## src/nafmt_pkg.sv

```systemverilog
// nafmt_pkg: shared types, format codes and ASCII helpers for the number formatter.
// Used by every module of number_to_ascii_formatter. No dependencies.
`timescale 1ns / 1ps
`default_nettype none

package nafmt_pkg;

  // format request codes
  typedef enum logic [2:0] {
    FMT_NIBBLE   = 3'd0,
    FMT_BYTE2    = 3'd1,
    FMT_BYTE_NL  = 3'd2,
    FMT_WORD_NL  = 3'd3,
    FMT_DEC      = 3'd4
  } fmt_t;

  localparam logic [6:0] CH_ZERO  = 7'h30;
  localparam logic [6:0] CH_A     = 7'h41;
  localparam logic [6:0] CH_SPACE = 7'h20;
  localparam logic [3:0] NIB_TEN  = 4'd10;

  localparam int DIGITS   = 5;           // digit slots in the shift register
  localparam int DIG_W    = 4 * DIGITS;
  localparam int VAL_W    = 16;
  localparam int ITER_W   = $clog2(VAL_W);
  localparam int CNT_W    = $clog2(DIGITS + 1);

  typedef struct packed {
    logic [2:0]  req_type;
    logic [15:0] value;
  } in_word_t;

  typedef struct packed {
    logic [6:0] ascii_char;
    logic       is_last;
  } out_word_t;

  typedef enum logic [1:0] {
    S_IDLE = 2'd0,
    S_CONV = 2'd1,
    S_NORM = 2'd2,
    S_EMIT = 2'd3
  } state_t;

  // controller -> datapath
  typedef struct packed {
    logic load;   // capture input word
    logic step;   // one shift-add-3 iteration
    logic norm;   // strip leading decimal zeros, queue the space
    logic emit;   // push one character into the output register
  } dp_cmd_t;

  // datapath -> controller
  typedef struct packed {
    logic out_free;   // output register can take a character this cycle
    logic last_char;  // next emitted character ends the text
  } dp_stat_t;

  function automatic logic [6:0] hex_char(input logic [3:0] nib);
    logic [6:0] c;
    if (nib < NIB_TEN) begin
      c = CH_ZERO + {3'b000, nib};
    end else begin
      c = CH_A + {3'b000, nib - NIB_TEN};
    end
    return c;
  endfunction

endpackage

`default_nettype wire

```

## src/number_to_ascii_formatter.sv

```systemverilog
// number_to_ascii_formatter: top level, sequencer plus digit datapath.
// Depends on nafmt_pkg, nafmt_ctrl, nafmt_dp.
//
// Usage:
//   in_valid/in_stall/in_word carry one request word {req_type, value}.
//   out_valid/out_stall/out_word carry one ASCII character per word, most
//   significant first, is_last set on the final character of the text.
//   Formats 0..3 print hex digits; format 4 prints a space and the
//   decimal value. Codes 5..7 are accepted and produce nothing.
// Sequence:
//   Hex formats: 1 to 4 characters at one per cycle while out_stall is low,
//   next request taken the cycle after the last character is loaded.
//   Decimal: shift-add-3 conversion (one value bit per cycle), a step to
//   strip leading zeros, then 2 to 6 characters.
//   in_stall is high while a request is in progress.
// Reset (synchronous, rst_n low) empties the output register and returns
// to idle. A stalled output holds its character; the sequencer waits.
`timescale 1ns / 1ps
`default_nettype none

module number_to_ascii_formatter (
  input  wire                    clk,
  input  wire                    rst_n,
  input  wire                    in_valid,
  output logic                   in_stall,
  input  nafmt_pkg::in_word_t    in_word,
  output logic                   out_valid,
  input  wire                    out_stall,
  output nafmt_pkg::out_word_t   out_word
);
  import nafmt_pkg::*;

  dp_cmd_t  cmd;
  dp_stat_t stat;

  nafmt_ctrl u_ctrl (
    .clk      (clk),
    .rst_n    (rst_n),
    .in_valid (in_valid),
    .req_type (in_word.req_type),
    .in_stall (in_stall),
    .cmd      (cmd),
    .stat     (stat)
  );

  nafmt_dp u_dp (
    .clk       (clk),
    .rst_n     (rst_n),
    .in_word   (in_word),
    .cmd       (cmd),
    .stat      (stat),
    .out_valid (out_valid),
    .out_stall (out_stall),
    .out_word  (out_word)
  );

endmodule

`default_nettype wire

```

## src/nafmt_ctrl.sv

```systemverilog
// nafmt_ctrl: sequencer for the number formatter.
// Depends on nafmt_pkg; drives nafmt_dp through dp_cmd_t, reads dp_stat_t.
`timescale 1ns / 1ps
`default_nettype none

module nafmt_ctrl (
  input  wire                    clk,
  input  wire                    rst_n,
  input  wire                    in_valid,
  input  wire [2:0]              req_type,
  output logic                   in_stall,
  output nafmt_pkg::dp_cmd_t     cmd,
  input  nafmt_pkg::dp_stat_t    stat
);
  import nafmt_pkg::*;

  state_t              state_r, state_nxt;
  logic [ITER_W-1:0]   iter_r, iter_nxt;
  logic                known_fmt;

  assign known_fmt = (req_type == FMT_NIBBLE) || (req_type == FMT_BYTE2) ||
                     (req_type == FMT_BYTE_NL) || (req_type == FMT_WORD_NL) ||
                     (req_type == FMT_DEC);

  always_ff @(posedge clk) begin
    if (!rst_n) begin
      state_r <= S_IDLE;
      iter_r  <= '0;
    end else begin
      state_r <= state_nxt;
      iter_r  <= iter_nxt;
    end
  end

  // next state
  always_comb begin
    state_nxt = state_r;
    iter_nxt  = iter_r;
    case (state_r)
      S_IDLE: begin
        iter_nxt = '0;
        // unknown formats are taken and dropped
        if (in_valid && known_fmt) begin
          state_nxt = (req_type == FMT_DEC) ? S_CONV : S_EMIT;
        end
      end
      S_CONV: begin
        iter_nxt = iter_r + 1'b1;
        if (iter_r == ITER_W'(VAL_W - 1)) begin
          state_nxt = S_NORM;
        end
      end
      S_NORM: begin
        state_nxt = S_EMIT;
      end
      S_EMIT: begin
        if (stat.out_free && stat.last_char) begin
          state_nxt = S_IDLE;
        end
      end
      default: begin
        state_nxt = S_IDLE;
      end
    endcase
  end

  // outputs
  always_comb begin
    cmd      = '0;
    in_stall = 1'b1;
    case (state_r)
      S_IDLE: begin
        in_stall = 1'b0;
        cmd.load = in_valid && known_fmt;
      end
      S_CONV: cmd.step = 1'b1;
      S_NORM: cmd.norm = 1'b1;
      S_EMIT: cmd.emit = stat.out_free;
      default: ;
    endcase
  end

endmodule

`default_nettype wire

```

## src/nafmt_dp.sv

```systemverilog
// nafmt_dp: digit shift register, binary-to-BCD converter and output register.
// Depends on nafmt_pkg; commanded by nafmt_ctrl.
`timescale 1ns / 1ps
`default_nettype none

module nafmt_dp (
  input  wire                    clk,
  input  wire                    rst_n,
  input  nafmt_pkg::in_word_t    in_word,
  input  nafmt_pkg::dp_cmd_t     cmd,
  output nafmt_pkg::dp_stat_t    stat,
  output logic                   out_valid,
  input  wire                    out_stall,
  output nafmt_pkg::out_word_t   out_word
);
  import nafmt_pkg::*;

  // digits are MSB aligned: the next one to send sits in dig_r[DIG_W-1 -: 4]
  logic [DIG_W-1:0]  dig_r, dig_nxt;
  logic [VAL_W-1:0]  bin_r, bin_nxt;
  logic [CNT_W-1:0]  cnt_r, cnt_nxt;
  logic              space_r, space_nxt;
  logic              out_valid_r, out_valid_nxt;
  out_word_t         out_word_r, out_word_nxt;

  logic [DIG_W-1:0]  hex_dig;
  logic [CNT_W-1:0]  hex_cnt;
  logic [DIG_W-1:0]  bcd_adj;
  logic [DIG_W-1:0]  norm_dig;
  logic [CNT_W-1:0]  norm_cnt;
  logic [15:0]       v;

  assign v = in_word.value;

  // hex load: align digits; the _NL formats also drop leading zero nibbles
  always_comb begin
    hex_dig = '0;
    hex_cnt = CNT_W'(1);
    case (in_word.req_type)
      FMT_NIBBLE: begin
        hex_dig = {v[3:0], 16'h0000};
        hex_cnt = CNT_W'(1);
      end
      FMT_BYTE2: begin
        hex_dig = {v[7:0], 12'h000};
        hex_cnt = CNT_W'(2);
      end
      FMT_BYTE_NL: begin
        if (v[7:4] != 4'h0) begin
          hex_dig = {v[7:0], 12'h000};
          hex_cnt = CNT_W'(2);
        end else begin
          hex_dig = {v[3:0], 16'h0000};
          hex_cnt = CNT_W'(1);
        end
      end
      FMT_WORD_NL: begin
        if (v[15:12] != 4'h0) begin
          hex_dig = {v, 4'h0};
          hex_cnt = CNT_W'(4);
        end else if (v[11:8] != 4'h0) begin
          hex_dig = {v[11:0], 8'h00};
          hex_cnt = CNT_W'(3);
        end else if (v[7:4] != 4'h0) begin
          hex_dig = {v[7:0], 12'h000};
          hex_cnt = CNT_W'(2);
        end else begin
          hex_dig = {v[3:0], 16'h0000};
          hex_cnt = CNT_W'(1);
        end
      end
      default: ;
    endcase
  end

  // add 3 to every BCD digit of 5 or more before the shift
  always_comb begin
    for (int i = 0; i < DIGITS; i++) begin
      bcd_adj[4*i +: 4] = (dig_r[4*i +: 4] >= 4'd5) ? dig_r[4*i +: 4] + 4'd3
                                                    : dig_r[4*i +: 4];
    end
  end

  // leading zero strip of the BCD result, at least one digit
  always_comb begin
    if (dig_r[19:16] != 4'h0) begin
      norm_dig = dig_r;
      norm_cnt = CNT_W'(5);
    end else if (dig_r[15:12] != 4'h0) begin
      norm_dig = {dig_r[15:0], 4'h0};
      norm_cnt = CNT_W'(4);
    end else if (dig_r[11:8] != 4'h0) begin
      norm_dig = {dig_r[11:0], 8'h00};
      norm_cnt = CNT_W'(3);
    end else if (dig_r[7:4] != 4'h0) begin
      norm_dig = {dig_r[7:0], 12'h000};
      norm_cnt = CNT_W'(2);
    end else begin
      norm_dig = {dig_r[3:0], 16'h0000};
      norm_cnt = CNT_W'(1);
    end
  end

  assign stat.out_free  = !out_valid_r || !out_stall;
  assign stat.last_char = !space_r && (cnt_r == CNT_W'(1));

  always_comb begin
    dig_nxt       = dig_r;
    bin_nxt       = bin_r;
    cnt_nxt       = cnt_r;
    space_nxt     = space_r;
    out_word_nxt  = out_word_r;
    out_valid_nxt = out_valid_r && out_stall;
    if (cmd.load) begin
      space_nxt = 1'b0;
      bin_nxt   = v;
      if (in_word.req_type == FMT_DEC) begin
        dig_nxt = '0;
      end else begin
        dig_nxt = hex_dig;
        cnt_nxt = hex_cnt;
      end
    end
    if (cmd.step) begin
      {dig_nxt, bin_nxt} = {bcd_adj[DIG_W-2:0], bin_r, 1'b0};
    end
    if (cmd.norm) begin
      dig_nxt   = norm_dig;
      cnt_nxt   = norm_cnt;
      space_nxt = 1'b1;
    end
    if (cmd.emit) begin
      out_valid_nxt = 1'b1;
      if (space_r) begin
        space_nxt               = 1'b0;
        out_word_nxt.ascii_char = CH_SPACE;
        out_word_nxt.is_last    = 1'b0;
      end else begin
        out_word_nxt.ascii_char = hex_char(dig_r[DIG_W-1 -: 4]);
        out_word_nxt.is_last    = (cnt_r == CNT_W'(1));
        dig_nxt                 = {dig_r[DIG_W-5:0], 4'h0};
        cnt_nxt                 = cnt_r - 1'b1;
      end
    end
  end

  always_ff @(posedge clk) begin
    if (!rst_n) begin
      out_valid_r <= 1'b0;
      space_r     <= 1'b0;
      cnt_r       <= '0;
    end else begin
      out_valid_r <= out_valid_nxt;
      space_r     <= space_nxt;
      cnt_r       <= cnt_nxt;
    end
  end

  always_ff @(posedge clk) begin
    dig_r      <= dig_nxt;
    bin_r      <= bin_nxt;
    out_word_r <= out_word_nxt;
  end

  assign out_valid = out_valid_r;
  assign out_word  = out_word_r;

endmodule

`default_nettype wire

```

## config.mk

```make
export PLATFORM = sky130hd
export DESIGN_NAME = number_to_ascii_formatter
export DESIGN_NICKNAME = d
export VERILOG_FILES = /design/src/nafmt_pkg.sv /design/src/number_to_ascii_formatter.sv /design/src/nafmt_ctrl.sv /design/src/nafmt_dp.sv
export SDC_FILE = /design/constraint.sdc
export NUM_CORES = 1
export LEC_CHECK = 0
export BUFFER_PORTS_ARGS = -buffer_cell sky130_fd_sc_hd__buf_2
export CAP_MARGIN = 25
export CORE_MARGIN = 5
export CORE_UTILIZATION = 60
export CTS_CLUSTER_DIAMETER = 120
export DETAILED_ROUTE_END_ITERATION = 16
export PLACE_DENSITY = 0.88
export SYNTH_ARGS = -nofsm -noshare
export SYNTH_HDL_FRONTEND = slang
export SYNTH_SLANG_ARGS = --single-unit
export TNS_END_PERCENT = 20
```

## constraint.sdc

```tcl
create_clock -name clk -period 4.2 [get_ports clk]
set_clock_uncertainty 0.15 [all_clocks]
set_input_delay 0.63 -clock clk [delete_from_list [all_inputs] [get_ports clk]]
set_output_delay 0.63 -clock clk [all_outputs]
set_load 0.02 [all_outputs]
```

Word-level counts from Yosys, hierarchy flattened --
Index checks and enable logic that the tools add are counted.
Cells by class: add/sub/neg operators 10, eq/ne operators 12, $lt $le $gt $ge 6, reduce and logical (&&, ||, !) cells 24, muxes and demuxes 51
Operator list (number):
- $mux W20 | 13
- $pmux W20 S4 | 1
- $mux W3 | 11
- $mux W16 | 2
- $reduce_bool A4 Y1 | 7
- $ge A4 B3 Y1 const B | 5
- $add A4 B2 Y4 const B | 4
- $mux W4 | 4
- $mux W2 | 6
- $mux W1 | 10
- $pmux W3 S3 | 1
- $pmux W2 S4 | 1
- $pmux W4 S2 | 1
- $add A6 B4 Y7 const A | 1
- $add A7 B4 Y7 const A | 1
- $mux W7 | 1
- $eq A3 B1 Y1 const B | 2
- $eq A3 B2 Y1 const B | 2
- $ne A2 B1 Y1 const B | 3
- $logic_or A1 B1 Y1 | 5
- $add A4 B1 Y4 const B | 1
- $eq A2 B2 Y1 const B | 2
- $eq A4 B4 Y1 const B | 1
- $logic_and A1 B1 Y1 | 4
- other kinds (11) | 14
Storage, ports and cells: register bits 55, bits of input ports 23

Longest topological paths before layout --
Gate-level depths: netlist (run 1).
depth after elaboration 12, gate-level depth with buffers 9

Cells and area by module --
From an unflattened synthesis (run 1), not the netlist that was laid out.
Unflattened totals: cell total of the unflattened synthesis 512, area total of the unflattened synthesis 4289.1 µm²
By module, submodules not included:
- nafmt_dp | cells an instance 465, instances 1, area each 3883.7 µm²
- nafmt_ctrl | cells an instance 47, instances 1, area each 405.4 µm²

Worst setup path before layout (run 1) --
OpenSTA, ideal clock, no wires.
kind input to register, start point in out_stall, end point reg u_dp.dig_r[5], required time 3.925 ns, buffers on the path 2, stages on the path 6, slack 1.597 ns, arrival time 2.328 ns, cell sequence a21boi_0 -> nand2_1 -> buf_6 -> clkbuf_1 -> a32oi_1 -> o21ai_0
Between the ends: longest elaborated chain between the ends 4
Ends and longest elaborated chain:
- from (decl) | RTL line number_to_ascii_formatter.sv:28 | input wire out_stall,
- $logic_not A1 Y1 | RTL line nafmt_dp.sv:104 | assign stat.out_free = !out_valid_r || !out_stall;
- $logic_or A1 B1 Y1 | RTL line nafmt_dp.sv:104
- $mux W1 | RTL line nafmt_ctrl.sv:71 | case (state_r)
- $mux W20 | RTL line nafmt_dp.sv:132 | if (cmd.emit) begin
- via u_dp.dig_nxt[5] | RTL line nafmt_dp.sv:19 | logic [DIG_W-1:0] dig_r, dig_nxt;
- to (signal assigned) | RTL line nafmt_dp.sv:160 | dig_r <= dig_nxt;
- to (decl) | RTL line nafmt_dp.sv:19
The timed path passes the listed nets, and every way through them passes these cells. A chain may end at the register's enable or synchronous reset.

Final worst setup path (run 1) --
start point reg u_dp.dig_r[12], end point reg u_dp.dig_r[16]
Between the ends: longest elaborated chain between the ends 6, elaborated cells between the ends (all ways) 10
Ends and longest elaborated chain:
- $add A4 B2 Y4, or another cell as far along | RTL line nafmt_dp.sv:79 | bcd_adj[4*i +: 4] = (dig_r[4*i +: 4] >= 4'd5) ? dig_r[4*i +: 4] + 4'd3
- $mux W4 or $mux W20 (tied branches) | RTL line nafmt_dp.sv:79, nafmt_dp.sv:89
- $mux W20 (on tied branches) | RTL line nafmt_dp.sv:124, nafmt_dp.sv:86
- $mux W20 | RTL line nafmt_dp.sv:127 | if (cmd.norm) begin
- $mux W20 | RTL line nafmt_dp.sv:134 | if (space_r) begin
- $mux W20 (*) | RTL line nafmt_dp.sv:132
- via u_dp.dig_nxt[16] | RTL line nafmt_dp.sv:19
Mark *: on every way through the listed nets, which the timed path passes. The rest lies on a longest branch.

==> results by group, run 1 <==
Synthesis
  • Post-Synthesis Cells: 544
  • Most used flip-flop cell after synthesis: dfxtp_1
  • Synth Area in Simple Gates: 0.238
  • Net Count, Synth: a little under 600
  • Number of different library cells in the post-synthesis netlist: 75
  • Yosys top cell area share: 0.160
  • Synthesized-area fraction occupied by ao, oa, aoi and oai cells: 0.280
  • Synth warn: 0
  • Combinational family with the most area after synthesis: compound AO/OA/AOI/OAI gates
  • Dominant cells by area after synthesis: edfxtp_1 (16%), dfxtp_1 (15%), nand2_1 (5.6%)
  • Most numerous cell in the Yosys netlist: nand2_1
  • Number of synthesized flops with an enable pin: 23
  • Average cell area after synthesis: a little under 8 um2
  • Netlist Area Pre-Place: ~4300 um2
  • Post-synthesis register bit count: 55
  • Fraction of the mapped netlist area in adder cells: 0.0520
  • Fraction of registers with async set or reset after synthesis: 0
  • Fraction of the yosys area taken by sequential cells: 0.308
  • Synth Area in XOR/XNOR: 0.0162
  • Mux contribution to synthesized area: 0.0280
  • Yosys top cell by area: edfxtp_1
  • Post-synth top cells: nand2_1 (65), a21oi_1 (43), o21ai_0 (40)

Global routing
  • Wire length of the first global-routing pass: between 15000 and 20000 um
  • Antenna violations before repair: 0
  • Total track usage: 0.277
  • Via count of the first global-routing pass: roughly 3800
  • Overflow left after global routing: 0
  • Largest net degree at the start of global routing: about 60

Routing
  • Final wirelength: 12300 um
  • Number of vias after detailed routing: ~4300
  • Iteration count of the initial detailed-routing pass: 5
  • Remaining antenna violation count after routing: 0
  • Number of DRC markers after the initial detailed-route iteration: around 570
  • DRC violation count after routing: 0
  • Avg Vias per Cell: about 6.7
  • Drt wl/cell: 19.1 um

STA
  • Share of the cycle needed by the critical path after routing: 0.675
  • Shortest clock period the worst path allows after layout: between 2000 and 3000 ps
  • Endpoints failing hold: 0
  • Highest clock rate: 353 MHz
  • Sum of negative setup slack: 0 ps
  • Setup violators final: 0
  • Slew Viols, Final: 0
  • Unrepaired setup endpoints after global routing: no
  • Smallest hold slack: 320 ps
  • Slew at the pin with the worst max-slew slack: just under 800 ps
  • Final setup margin: approximately 1400 ps
  • Worst slew margin relative to its limit: 0.474

Floorplanning
  • Die area: about 9000 um2
  • IO Pins: 33
  • Core footprint: 7140 um2
  • Initial core utilization: 0.606
  • Die height: around 95 um
  • Standard-cell row count: 31
  • DIE WIDTH: approximately 95 um

Layout
  • Final net count: slightly below 600
  • Final core utilization: 0.636
  • Cell area after layout: approximately 4500 um2
  • Fraction of final layout cells sized beyond drive strength 1: 0.116
  • Synthesis-to-finish area growth: 4.86%
  • Count of antenna diodes in the layout: 0
  • Non-Filler Instances: around 640

Worst setup path
  • CP Class: reg2reg
  • Data required time at the worst endpoint: 4290 ps
  • Largest driver fanout on the critical path: 6
  • Arrival time of data at the critical path endpoint: a little under 3000 ps
  • Setup crit start kind: register
  • Capturing element type of the critical path: register

Placed design
  • IO Port Bufs: 32
  • Global placer's final weighted congestion: ~1.0
  • Post-detail-place hpwl: around 8700 um
  • Cell count after placement: approximately 630
  • Worst slack, placed: around 1300 ps
  • Placed inst area: between 4000 and 5000 um2

Run status
  • Outcome: complete, no violations

Power and ir drop
  • Switch Pwr: approximately 1.4 mW
  • Leakage component of the power: 1.69 nW
  • Worst IR Drop VDD: approximately 440 uV
  • Sequential fraction of design power: 0.351
  • Net switching fraction of the power: 0.469
  • Power per unit of standard cell area: 662 nW/um2
  • Design Power: roughly 3 mW
  • Internal power of the cells: ~1.6 mW
  • Gate power share: 0.538
  • Portion of total power attributed to the clock network: 0.111

Clocking
  • Maximum count of clock buffers along a single path: 2
  • Clock slew at reported path FFs: about 100 ps
  • Clock buffers created by TritonCTS: 5
  • TritonCTS clock tree: done
  • Clock latency of the later-clocked register in the worst-skew pair: between 300 and 400 ps
  • Maximum level of the CTS H-tree: 2
  • Cts-stage hold buffer count: 0
  • CTS root buffer: clkbuf_8
  • Count of instances resized after the clock tree is built: 0
  • Clk sink count: 55
  • Number of post-CTS setup repair buffers: 0

Worst hold path
  • Path category of the worst min-delay check: reg2reg

Run
  • # Max-Cap Violations: 0
## power by group through the flow
| stage | Combinational (mW) | Clock, mW | Sequential, mW |
|---|---|---|---|
| finish | 1.62 | 0.332 | 1.05 |
| global route | 1.76 | 0.357 | 1.08 |
| floorplan | 1.35 | 0 | 0.912 |
| global placement | 1.53 | 0 | 1.04 |
| CTS | 1.57 | 0.333 | 1.04 |
| detailed placement | 1.56 | 0 | 1.05 |
## sequential cells by signal (all words and copies together), names as in the netlist
| signal | count |
|---|---|
| u_dp.dig_r | 20 |
| u_dp.bin_r | 16 |
| u_dp.out_word | 8 |
| u_ctrl.iter_r | 4 |
| u_dp.cnt_r | 3 |
| u_ctrl.state_r | 2 |
| u_dp.out_valid | 1 |
| u_dp.space_r | 1 |
## area by class of cell
class	instances	area, um2
multi-input combinational	415	2660
clock buffer	8	100
fill	654	2600
timing repair buffer	39	225
tap	99	124
sequential	55	1330
inverter	26	97.6
## layout by cell type (no fill, tap or decap), types with 15 or more instances in the layout
| master | n |
|---|---|
| inv_1 | 25 |
| ha_1 | 17 |
| o21ai_0 | 40 |
| edfxtp_1 | 23 |
| nand3_1 | 18 |
| buf_2 | 32 |
| nand2_1 | 65 |
| a31oi_1 | 15 |
| a21oi_1 | 43 |
| nor2_1 | 37 |
| dfxtp_1 | 32 |
## metal layers
layer	vias to the layer above	track usage	routed length, um
met5	-	0	0
met1	2024	0.399	5260
li1	2008	-	-
met2	261	0.415	5520
met3	35	0.0398	1110
met4	0	0.108	368
## critical path, cell delays in order, from the launching register on
cell and delay [ps]:
dfxtp_1 400, inv_1 140, ha_1 270, nor3b_1 650, nand3_1 320, o311ai_0 590
a2bb2oi_1 240
## kinds of logic after synthesis
logic type	after synthesis
buf+inv	74
simple gates	194
compound gates	183
mux	12
flops	55
fa+ha+maj	18
xor+xnor	8
## worst paths after layout
check / startpoint / to / slack (ps) / cells after the start
max: u_dp.dig_r[12] / u_dp.dig_r[16] / 1360 / 6
min reg2reg: u_dp.bin_r[0] / u_dp.bin_r[0] / 320 / 2
max reg2reg: u_dp.dig_r[12] / u_dp.dig_r[16] / 1360 / 6
min: u_dp.bin_r[0] / u_dp.bin_r[0] / 320 / 2
Power figures use the tool's default switching activity.
==> run 2, diff against run 1 <==
--- a/config.mk
+++ b/config.mk
@@ -5,13 +5,14 @@
 export SDC_FILE = /design/constraint.sdc
 export NUM_CORES = 1
 export LEC_CHECK = 0
+export ABC_AREA = 1
 export BUFFER_PORTS_ARGS = -buffer_cell sky130_fd_sc_hd__buf_2
 export CAP_MARGIN = 25
 export CORE_MARGIN = 5
-export CORE_UTILIZATION = 60
+export CORE_UTILIZATION = 55
 export CTS_CLUSTER_DIAMETER = 120
 export DETAILED_ROUTE_END_ITERATION = 16
-export PLACE_DENSITY = 0.88
+export PLACE_DENSITY = 0.85
 export SYNTH_ARGS = -nofsm -noshare
 export SYNTH_HDL_FRONTEND = slang
 export SYNTH_SLANG_ARGS = --single-unit
==> constraint.sdc (replaced) <==
create_clock -name clk -period 2.4 [get_ports clk]
set_clock_uncertainty 0.15 [all_clocks]
set_input_delay 0.36 -clock clk [delete_from_list [all_inputs] [get_ports clk]]
set_output_delay 0.36 -clock clk [all_outputs]
set_load 0.02 [all_outputs]
==> run 2 against run 1 <==
  * Combinational power is 120% higher
  * Sequential share of layout area is 0.69 points lower
  * Clock power is 130% higher
  * Synthesized cell count is 18% higher
  * Wire length is 2.2% higher
  * Critical endpoint is now u_dp.dig_r[17]
  * Critical path type unchanged
  * Sequential cell count stayed put
==> results by group, run 2 <==
Layout
  • Commonest non-fill, non-tap cells in the layout: nand2_1 (172), inv_1 (66), a21oi_1 (65)
  • Final net count: 717 (+23%)
  • Synthesis-to-finish area growth: 10.1%
  • Commonest non-fill, non-tap cell in the layout: nand2_1
  • Fraction of final layout cells sized beyond drive strength 1: 0.137 (+0.0213)
  • Filler cells: 735 (+12%)
  • Cell area after layout: 4650 um2 (+2.4%)
  • Register with the most flip-flops: u_dp.dig_r
  • Reg area: 1330 um2 (unchanged)
  • Count of antenna diodes in the layout: 0 (unchanged)
  • Max reg flops: 20 (unchanged)
  • Multi-input logic area: 2500 um2 (-6.1%)

Worst setup path
  • CP Capture Point: u_dp.dig_r[17]
  • Slack of the worst reg-to-reg path: 300 ps (-1070 ps)
  • Largest driver fanout on the critical path: 8 (+2)
  • Setup crit start kind: register
  • Ordered list of cells on the worst path: inv_1 -> ha_1 -> nand3_2 -> nor2_1 -> inv_1 -> a21oi_1 -> a21oi_1 -> a21oi_2
  • Arrival time of data at the critical path endpoint: 2210 ps (-710 ps)
  • Worst path top cell family by delay: simple AND/OR/NAND/NOR gates
  • Logic depth of the worst path, buffers included: 8 (+2)
  • Setup crit start: u_dp.dig_r[16]
  • Reg-to-Reg Start: u_dp.dig_r[16]
  • Max stage delay cell, worst path: dfxtp_1
  • CP Class: reg2reg
  • Data required time at the worst endpoint: 2510 ps (-1780 ps)
  • Buffers and inverters on the worst path: 2 (+1)
  • Largest incremental delay on the critical path: 360 ps (-290 ps)
  • Reg-to-reg critical path endpoint: u_dp.dig_r[17]
  • Depth of the worst register-to-register path: 8 (+2)
  • Capturing element type of the critical path: register

Synthesis
  • Synthesized-area fraction occupied by ao, oa, aoi and oai cells: 0.228 (-0.0525)
  • Yosys top cell by area: edfxtp_1
  • Most numerous cell in the Yosys netlist: nand2_1
  • Post-synth top cells: nand2_1 (172), inv_1 (66), a21oi_1 (65)
  • Most used flip-flop cell after synthesis: dfxtp_1
  • Mux contribution to synthesized area: 0 (-0.0280)
  • Number of synthesized flops with an enable pin: 23 (unchanged)
  • Average cell area after synthesis: 6.56 um2 (-18%)
  • Post-synthesis register bit count: 55 (unchanged)
  • Synth Area in XOR/XNOR: 0.0124 (-0.00374)
  • Fraction of the mapped netlist area in adder cells: 0.0533 (+0.00131)
  • Synth Area in Simple Gates: 0.298 (+0.0605)
  • Synth warn: 0 (unchanged)
  • Number of different library cells in the post-synthesis netlist: 41 (-45%)
  • Fraction of registers with async set or reset after synthesis: 0 (unchanged)
  • Post-Synthesis Cells: 644 (+18%)
  • Fraction of the yosys area taken by sequential cells: 0.315 (+0.00775)
  • Dominant cells by area after synthesis: edfxtp_1 (16%), nand2_1 (15%), dfxtp_1 (15%)
  • Netlist Area Pre-Place: 4220 um2 (-2.5%)
  • Net Count, Synth: 685 (+17%)
  • Yosys top cell area share: 0.164 (+0.00402)
  • Combinational family with the most area after synthesis: simple AND/OR/NAND/NOR gates

Routing
  • Number of vias after detailed routing: 4609 (+6.5%)
  • Number of DRC markers after the initial detailed-route iteration: 418 (-27%)
  • Drt wl/cell: 16.1 um (-16%)
  • Remaining antenna violation count after routing: 0 (unchanged)
  • DRC violation count after routing: 0 (unchanged)
  • Iteration count of the initial detailed-routing pass: 5 (unchanged)
  • Final wirelength: 12500 um (+2.2%)
  • Avg Vias per Cell: 5.92 (-12%)

STA
  • Share of the cycle needed by the critical path after routing: 0.877 (+0.201)
  • Final setup margin: 296 ps (-1070 ps)
  • Slew Viols, Final: 0 (unchanged)
  • Shortest clock period the worst path allows after layout: 2100 ps (-732 ps)
  • Highest clock rate: 475 MHz (+35%)
  • Endpoints failing hold: 0 (unchanged)
  • Slew at the pin with the worst max-slew slack: 649 ps (-140 ps)
  • Setup violators final: 0 (unchanged)
  • Unrepaired setup endpoints after global routing: no
  • Sum of negative setup slack: 0 ps (unchanged)
  • Smallest hold slack: 164 ps (-156 ps)
  • Worst slew margin relative to its limit: 0.567 (+0.0925)

Placed design
  • IO Port Bufs: 32 (unchanged)
  • Post-detail-place hpwl: 9300 um (+7.2%)
  • Placed inst area: 4510 um2 (+2.1%)
  • Worst slack, placed: 350 ps (-946 ps)
  • Global placer's final weighted congestion: 0.951 (-8.1%)

Power and ir drop
  • Power per unit of standard cell area: 1290 nW/um2 (+95%)
  • Worst IR Drop VDD: 762 uV (+72%)
  • Leakage component of the power: 2.13 nW (+26%)

Global routing
  • Wire length of the first global-routing pass: 20700 um (+5.1%)
  • Total track usage: 0.261 (-0.0156)
  • Global-route track usage on met3: 0.0424 (+0.00251)
  • Grt met2 use: 0.435 (+0.0197)
  • Overflow left after global routing: 0 (unchanged)
  • Largest net degree at the start of global routing: 31 (-49%)
  • Antenna violations before repair: 0 (unchanged)
  • Global route hottest layer: met2
  • Global routing usage on met1: 0.329 (-0.0697)
  • Via count of the first global-routing pass: 4377 (+15%)

Floorplanning
  • Core footprint: 7610 um2 (+6.6%)
  • IO Pins: 33 (unchanged)
  • Standard-cell row count: 32 (+3.2%)
  • Die area: 9530 um2 (+5.7%)
  • Die height: 97.6 um (+2.8%)
  • DIE WIDTH: 97.6 um (+2.8%)
  • Initial core utilization: 0.555 (-0.0515)

Run status
  • Outcome: complete, no violations

Clocking
  • CTS root buffer: clkbuf_8
  • Number of post-CTS setup repair buffers: 0 (unchanged)
  • Clk sink count: 55 (unchanged)
  • Count of instances resized after the clock tree is built: 0 (unchanged)
  • Clock latency of the later-clocked register in the worst-skew pair: 330 ps (+20 ps)
  • Cts-stage hold buffer count: 0 (unchanged)
  • Maximum count of clock buffers along a single path: 2 (unchanged)
  • TritonCTS clock tree: done
  • Clock buffers created by TritonCTS: 5 (unchanged)
  • Maximum level of the CTS H-tree: 2 (unchanged)
  • Clock slew at reported path FFs: 120 ps (+20 ps)

Run
  • # Max-Cap Violations: 0 (unchanged)

Worst hold path
  • Path category of the worst min-delay check: in2reg
[run 2: where the power goes]
part	switching, mW	internal (mW)	leakage (nW)	total (mW)
clock network	0.340	0.416	0.0644	0.757
logic	2.35	1.15	1.58	3.49
registers	0.312	1.43	0.486	1.74
[run 2: area by class of cell]
| cell class | count | area share |
|---|---|---|
| Sequential cell | 55 | 0.286 |
| Clock inverter | 3 | 0.0145 |
| Timing Repair Buffer | 42 | 0.0533 |
| Tap cell | 102 | 0.0275 |
| Clock buffer | 5 | 0.0148 |
| Inverter | 82 | 0.0662 |
| Multi-Input combinational cell | 490 | 0.537 |
[run 2: per-stage QoR]
step | utilization | power [mW] | cells
2_1_floorplan | - | 4.21 | 644
3_3_place_gp | 0.593 | 5.02 | 771
3_5_place_dp | 0.593 | 5.15 | 771
4_1_cts | 0.611 | 5.91 | 779
5_1_grt | 0.611 | 6.47 | 779
6_report | 0.611 | 5.99 | 779
[run 2: worst register-to-register path: cells and delay by family (launching register included)]
kind | cells | cell delay [ps]
simple gates | 2 | 450
flops | 1 | 360
buf+inv | 2 | 400
fa+ha+maj | 1 | 250
compound gates | 3 | 430
[run 2: routing by layer]
layer  vias up  routed length, um
met3        43               1000
li1       2209                  -
met4         0                437
met5         -                  0
met2       229               5920
met1      2128               5160
[run 2: cell families (layout without fill, tap and decap cells)]
kind of cell	count (synthesis)	count (layout)
and+or+nand+nor	302	302
buffers and inverters	99	132
adders and majority gates	18	18
AOI/OAI and AO/OA	164	164
xor gates and xnor gates	6	6
DFF	55	55
[run 2: how the worst min path moves through the flow]
| stage | startpoint | to | slack [ps] | cells past startpoint |
|---|---|---|---|---|
| detailed placement | u_ctrl.iter_r[3] | u_ctrl.iter_r[3] | 320 | 1 |
| global placement | u_ctrl.iter_r[3] | u_ctrl.iter_r[3] | 300 | 1 |
| CTS | rst_n | u_dp.cnt_r[1] | 160 | 3 |
| floorplan | u_ctrl.iter_r[3] | u_ctrl.iter_r[3] | 290 | 1 |
| global route | rst_n | u_dp.cnt_r[1] | 190 | 3 |
| finish | rst_n | u_dp.cnt_r[1] | 160 | 3 |
==> run 3, diff against run 2 <==
--- a/config.mk
+++ b/config.mk
@@ -15,5 +15,6 @@
 export PLACE_DENSITY = 0.85
 export SYNTH_ARGS = -nofsm -noshare
 export SYNTH_HDL_FRONTEND = slang
+export SYNTH_HIERARCHICAL = 1
 export SYNTH_SLANG_ARGS = --single-unit
 export TNS_END_PERCENT = 20
==> run 3 against run 2 <==
  * Wire length fell by 0.93%
  * Sequential power is 3% lower
  * Maximum frequency is 6.2% lower
  * Critical endpoint is now u_dp/dig_r[12]
  * Combinational power shrank 17%
  * First-iteration DRC count grew 22%
  * Die area is 1.1% lower
  * Sequential cell count is the same
  * Largest cell class unchanged
  * Sequential share of layout area rose by 0.30 points
==> results by group, run 3 <==
Synthesis
  • Fraction of registers with async set or reset after synthesis: 0 (unchanged)
  • Post-synthesis register bit count: 55 (unchanged)
  • Most used flip-flop cell after synthesis: dfxtp_1
  • Synth warn: 6 (+6)
  • Average cell area after synthesis: 6.62 um2 (+0.98%)
  • Number of different library cells in the post-synthesis netlist: 37 (-9.8%)
  • Number of synthesized flops with an enable pin: 23 (unchanged)
  • Yosys top cell area share: 0.166 (+0.00201)
  • Post-Synthesis Cells: 630 (-2.2%)
  • Netlist Area Pre-Place: 4170 um2 (-1.2%)
  • Yosys top cell by area: edfxtp_1
  • Most numerous cell in the Yosys netlist: nand2_1
  • Post-synth top cells: nand2_1 (164), a21oi_1 (67), inv_1 (59), nor2_1 (59), o21ai_0 (40)
  • Dominant cells by area after synthesis: edfxtp_1 (17%), dfxtp_1 (15%), nand2_1 (15%)
  • Net Count, Synth: 672 (-1.9%)
  • Fraction of the yosys area taken by sequential cells: 0.319 (+0.00388)

Floorplanning
  • Core footprint: 7330 um2 (-3.6%)
  • IO Pins: 33 (unchanged)
  • DIE WIDTH: 97.1 um (-0.55%)
  • Die height: 97.1 um (-0.55%)
  • Standard-cell row count: 31 (-3.1%)
  • Initial core utilization: 0.569 (+0.0139)
  • Die area: 9420 um2 (-1.1%)

STA
  • Slew Viols, Final: 0 (unchanged)
  • Slew at the pin with the worst max-slew slack: 564 ps (-85.0 ps)
  • Endpoints failing hold: 0 (unchanged)
  • Highest clock rate: 446 MHz (-6.2%)
  • Shortest clock period the worst path allows after layout: 2240 ps (+140 ps)
  • Worst slew margin relative to its limit: 0.624 (+0.0573)
  • Share of the cycle needed by the critical path after routing: 0.935 (+0.0584)
  • Unrepaired setup endpoints after global routing: no
  • Sum of negative setup slack: 0 ps (unchanged)
  • Setup violators final: 0 (unchanged)

Worst setup path
  • Setup crit start kind: register
  • Ordered list of cells on the worst path: inv_1 -> ha_1 -> nand3_2 -> nor2_1 -> a31oi_1 -> nand2_1 -> a21oi_1 -> a21oi_1
  • Capturing element type of the critical path: register
  • Cell with the most instances on the worst path: a21oi_1
  • CP Class: reg2reg
  • Max stage delay cell, worst path: nor2_1
  • Worst path top cell family by delay: simple AND/OR/NAND/NOR gates
  • Buffers and inverters on the worst path: 1 (-1)
  • Largest incremental delay on the critical path: 470 ps (+110 ps)
  • Data required time at the worst endpoint: 2500 ps (about the same)
  • Arrival time of data at the critical path endpoint: 2350 ps (+140 ps)
  • Largest driver fanout on the critical path: 9 (+1)

Run status
  • Outcome: complete, no violations

Power and ir drop
  • Gate power share: 0.556 (-0.027)
  • Sequential fraction of design power: 0.322 (+0.032)
  • Portion of total power attributed to the clock network: 0.122 (-0.004)
  • Leakage component of the power: 2.03 nW (-4.5%)
  • Worst IR Drop VDD: 673 uV (-12%)
  • Power per unit of standard cell area: 1130 nW/um2 (-12%)
  • Net switching fraction of the power: 0.494 (-0.00732)
  • Switch Pwr: 2.57 mW (-15%)
  • Internal power of the cells: 2.63 mW (-12%)

Layout
  • Fraction of final layout cells sized beyond drive strength 1: 0.134 (-0.00354)
  • Max reg flops: 20 (unchanged)
  • Final net count: 706 (-1.5%)
  • Commonest non-fill, non-tap cell in the layout: nand2_1
  • Synthesis-to-finish area growth: 10.3%
  • Count of antenna diodes in the layout: 0 (unchanged)
  • Non-Filler Instances: 764 (-1.9%)
  • Commonest non-fill, non-tap cells in the layout: nand2_1 (164), a21oi_1 (67), inv_1 (59)
  • Register with the most flip-flops: u_dp/dig_r

Clocking
  • Clock latency of the later-clocked register in the worst-skew pair: 320 ps (about the same)
  • TritonCTS clock tree: done
  • Maximum count of clock buffers along a single path: 2 (unchanged)
  • Number of post-CTS setup repair buffers: 0 (unchanged)
  • Clock slew at reported path FFs: 110 ps (about the same)
  • Clk sink count: 55 (unchanged)
  • Clock buffers created by TritonCTS: 5 (unchanged)
  • CTS root buffer: clkbuf_8
  • Count of instances resized after the clock tree is built: 0 (unchanged)
  • Cts-stage hold buffer count: 0 (unchanged)
  • Maximum level of the CTS H-tree: 2 (unchanged)

Routing
  • Detailed-route wire length on metal 1: 5000 um (-3.1%)
  • Drt wl/cell: 16.2 um (+1.0%)
  • Number of vias after detailed routing: 4564 (-0.98%)
  • DRC violation count after routing: 0 (unchanged)
  • Number of DRC markers after the initial detailed-route iteration: 508 (+22%)
  • Iteration count of the initial detailed-routing pass: 6 (+1)
  • Wire length on met3: 1330 um (+33%)
  • Final wirelength: 12400 um (-0.93%)
  • Routed met2 length: 5650 um (-4.6%)
  • Avg Vias per Cell: 5.97 (+0.97%)
  • Highest metal used: met4
  • Remaining antenna violation count after routing: 0 (unchanged)

Global routing
  • Antenna violations before repair: 0 (unchanged)
  • Largest net degree at the start of global routing: 20 (-35%)
  • Total track usage: 0.259 (-0.00204)
  • Overflow left after global routing: 0 (unchanged)
  • Wire length of the first global-routing pass: 20400 um (-1.5%)
  • Via count of the first global-routing pass: 4235 (-3.2%)

Worst hold path
  • Path category of the worst min-delay check: in2reg

Run
  • # Max-Cap Violations: 0 (unchanged)

Placed design
  • Post-detail-place hpwl: 9250 um (-0.59%)
  • IO Port Bufs: 32 (unchanged)
  • Cell count after placement: 756 (-1.9%)
  • Global placer's final weighted congestion: 1.01 (+6.2%)
-- run 3: changes by cell type after synthesis, sizes merged, moves of 6 or more --
cell    delta
o21ai      -7
o211ai     +8
nand2      -9
nand3      -9
clkbuf     +6
a21oi      -7
-- run 3: worst reg2reg max path, delay by kind of cell (launching register included) --
family,cells,cell delay (ps)
AND/OR/NAND/NOR,3,810
buffers and inverters,1,210
AO/OA/AOI/OAI,3,390
flip-flops,1,320
adder cells (fa/ha/maj),1,300
-- run 3: area by class of cell --
type / count / area, um2
clock inverters: 1 / 8.76
inverters: 78 / 294
fillers: 687 / 2730
well taps: 99 / 124
clock buffers: 7 / 108
repair buffers: 46 / 265
multi-input cells: 478 / 2470
flip-flops and latches: 55 / 1330
-- run 3: metal layers --
metal	GRT usage	vias up
met5	0	-
met4	0.100	0
met3	0.0510	40
met2	0.415	288
met1	0.343	2044
li1	-	2192
-- run 3: path summary, 6_finish.rpt --
kind	startpoint	end	depth (start not counted)	slack [ps]
worst min-delay path	out_stall	u_dp/out_valid	3	190
worst max-delay path	u_dp/dig_r[17]	u_dp/dig_r[12]	8	160
worst min register to register	u_dp/bin_r[0]	u_dp/bin_r[0]	2	340
worst max register to register	u_dp/dig_r[17]	u_dp/dig_r[12]	8	160
-- run 3: cell families (layout without fill, tap and decap cells) --
| group | count (synthesis) | count (layout) | synth area share |
|---|---|---|---|
| compound gates | 168 | 168 | 0.229 |
| xor+xnor | 6 | 6 | 0.0126 |
| fa+ha+maj | 19 | 19 | 0.0570 |
| buf+inv | 97 | 132 | 0.0912 |
| flops | 55 | 55 | 0.319 |
| simple gates | 285 | 285 | 0.291 |
-- run 3: power by group through the flow --
stage / sequential [mW] / clock (mW) / combinational [mW]
4_1_cts: 1.66 / 0.635 / 2.81
2_1_floorplan: 1.60 / 0 / 2.09
5_1_grt: 1.71 / 0.671 / 3.20
3_3_place_gp: 1.67 / 0 / 2.71
3_5_place_dp: 1.68 / 0 / 2.79
6_report: 1.68 / 0.633 / 2.89
-- run 3: per-stage QoR --
stage	total power [mW]	util	hold WS, ps	worst slack [ps]	cell area, um2
floorplan	3.69	-	303	303	4170
global placement	4.37	0.610	314	276	4470
detailed placement	4.47	0.610	326	141	4470
CTS	5.10	0.626	187	137	4590
global route	5.58	0.627	198	11.2	4600
finish	5.20	0.627	194	156	4600
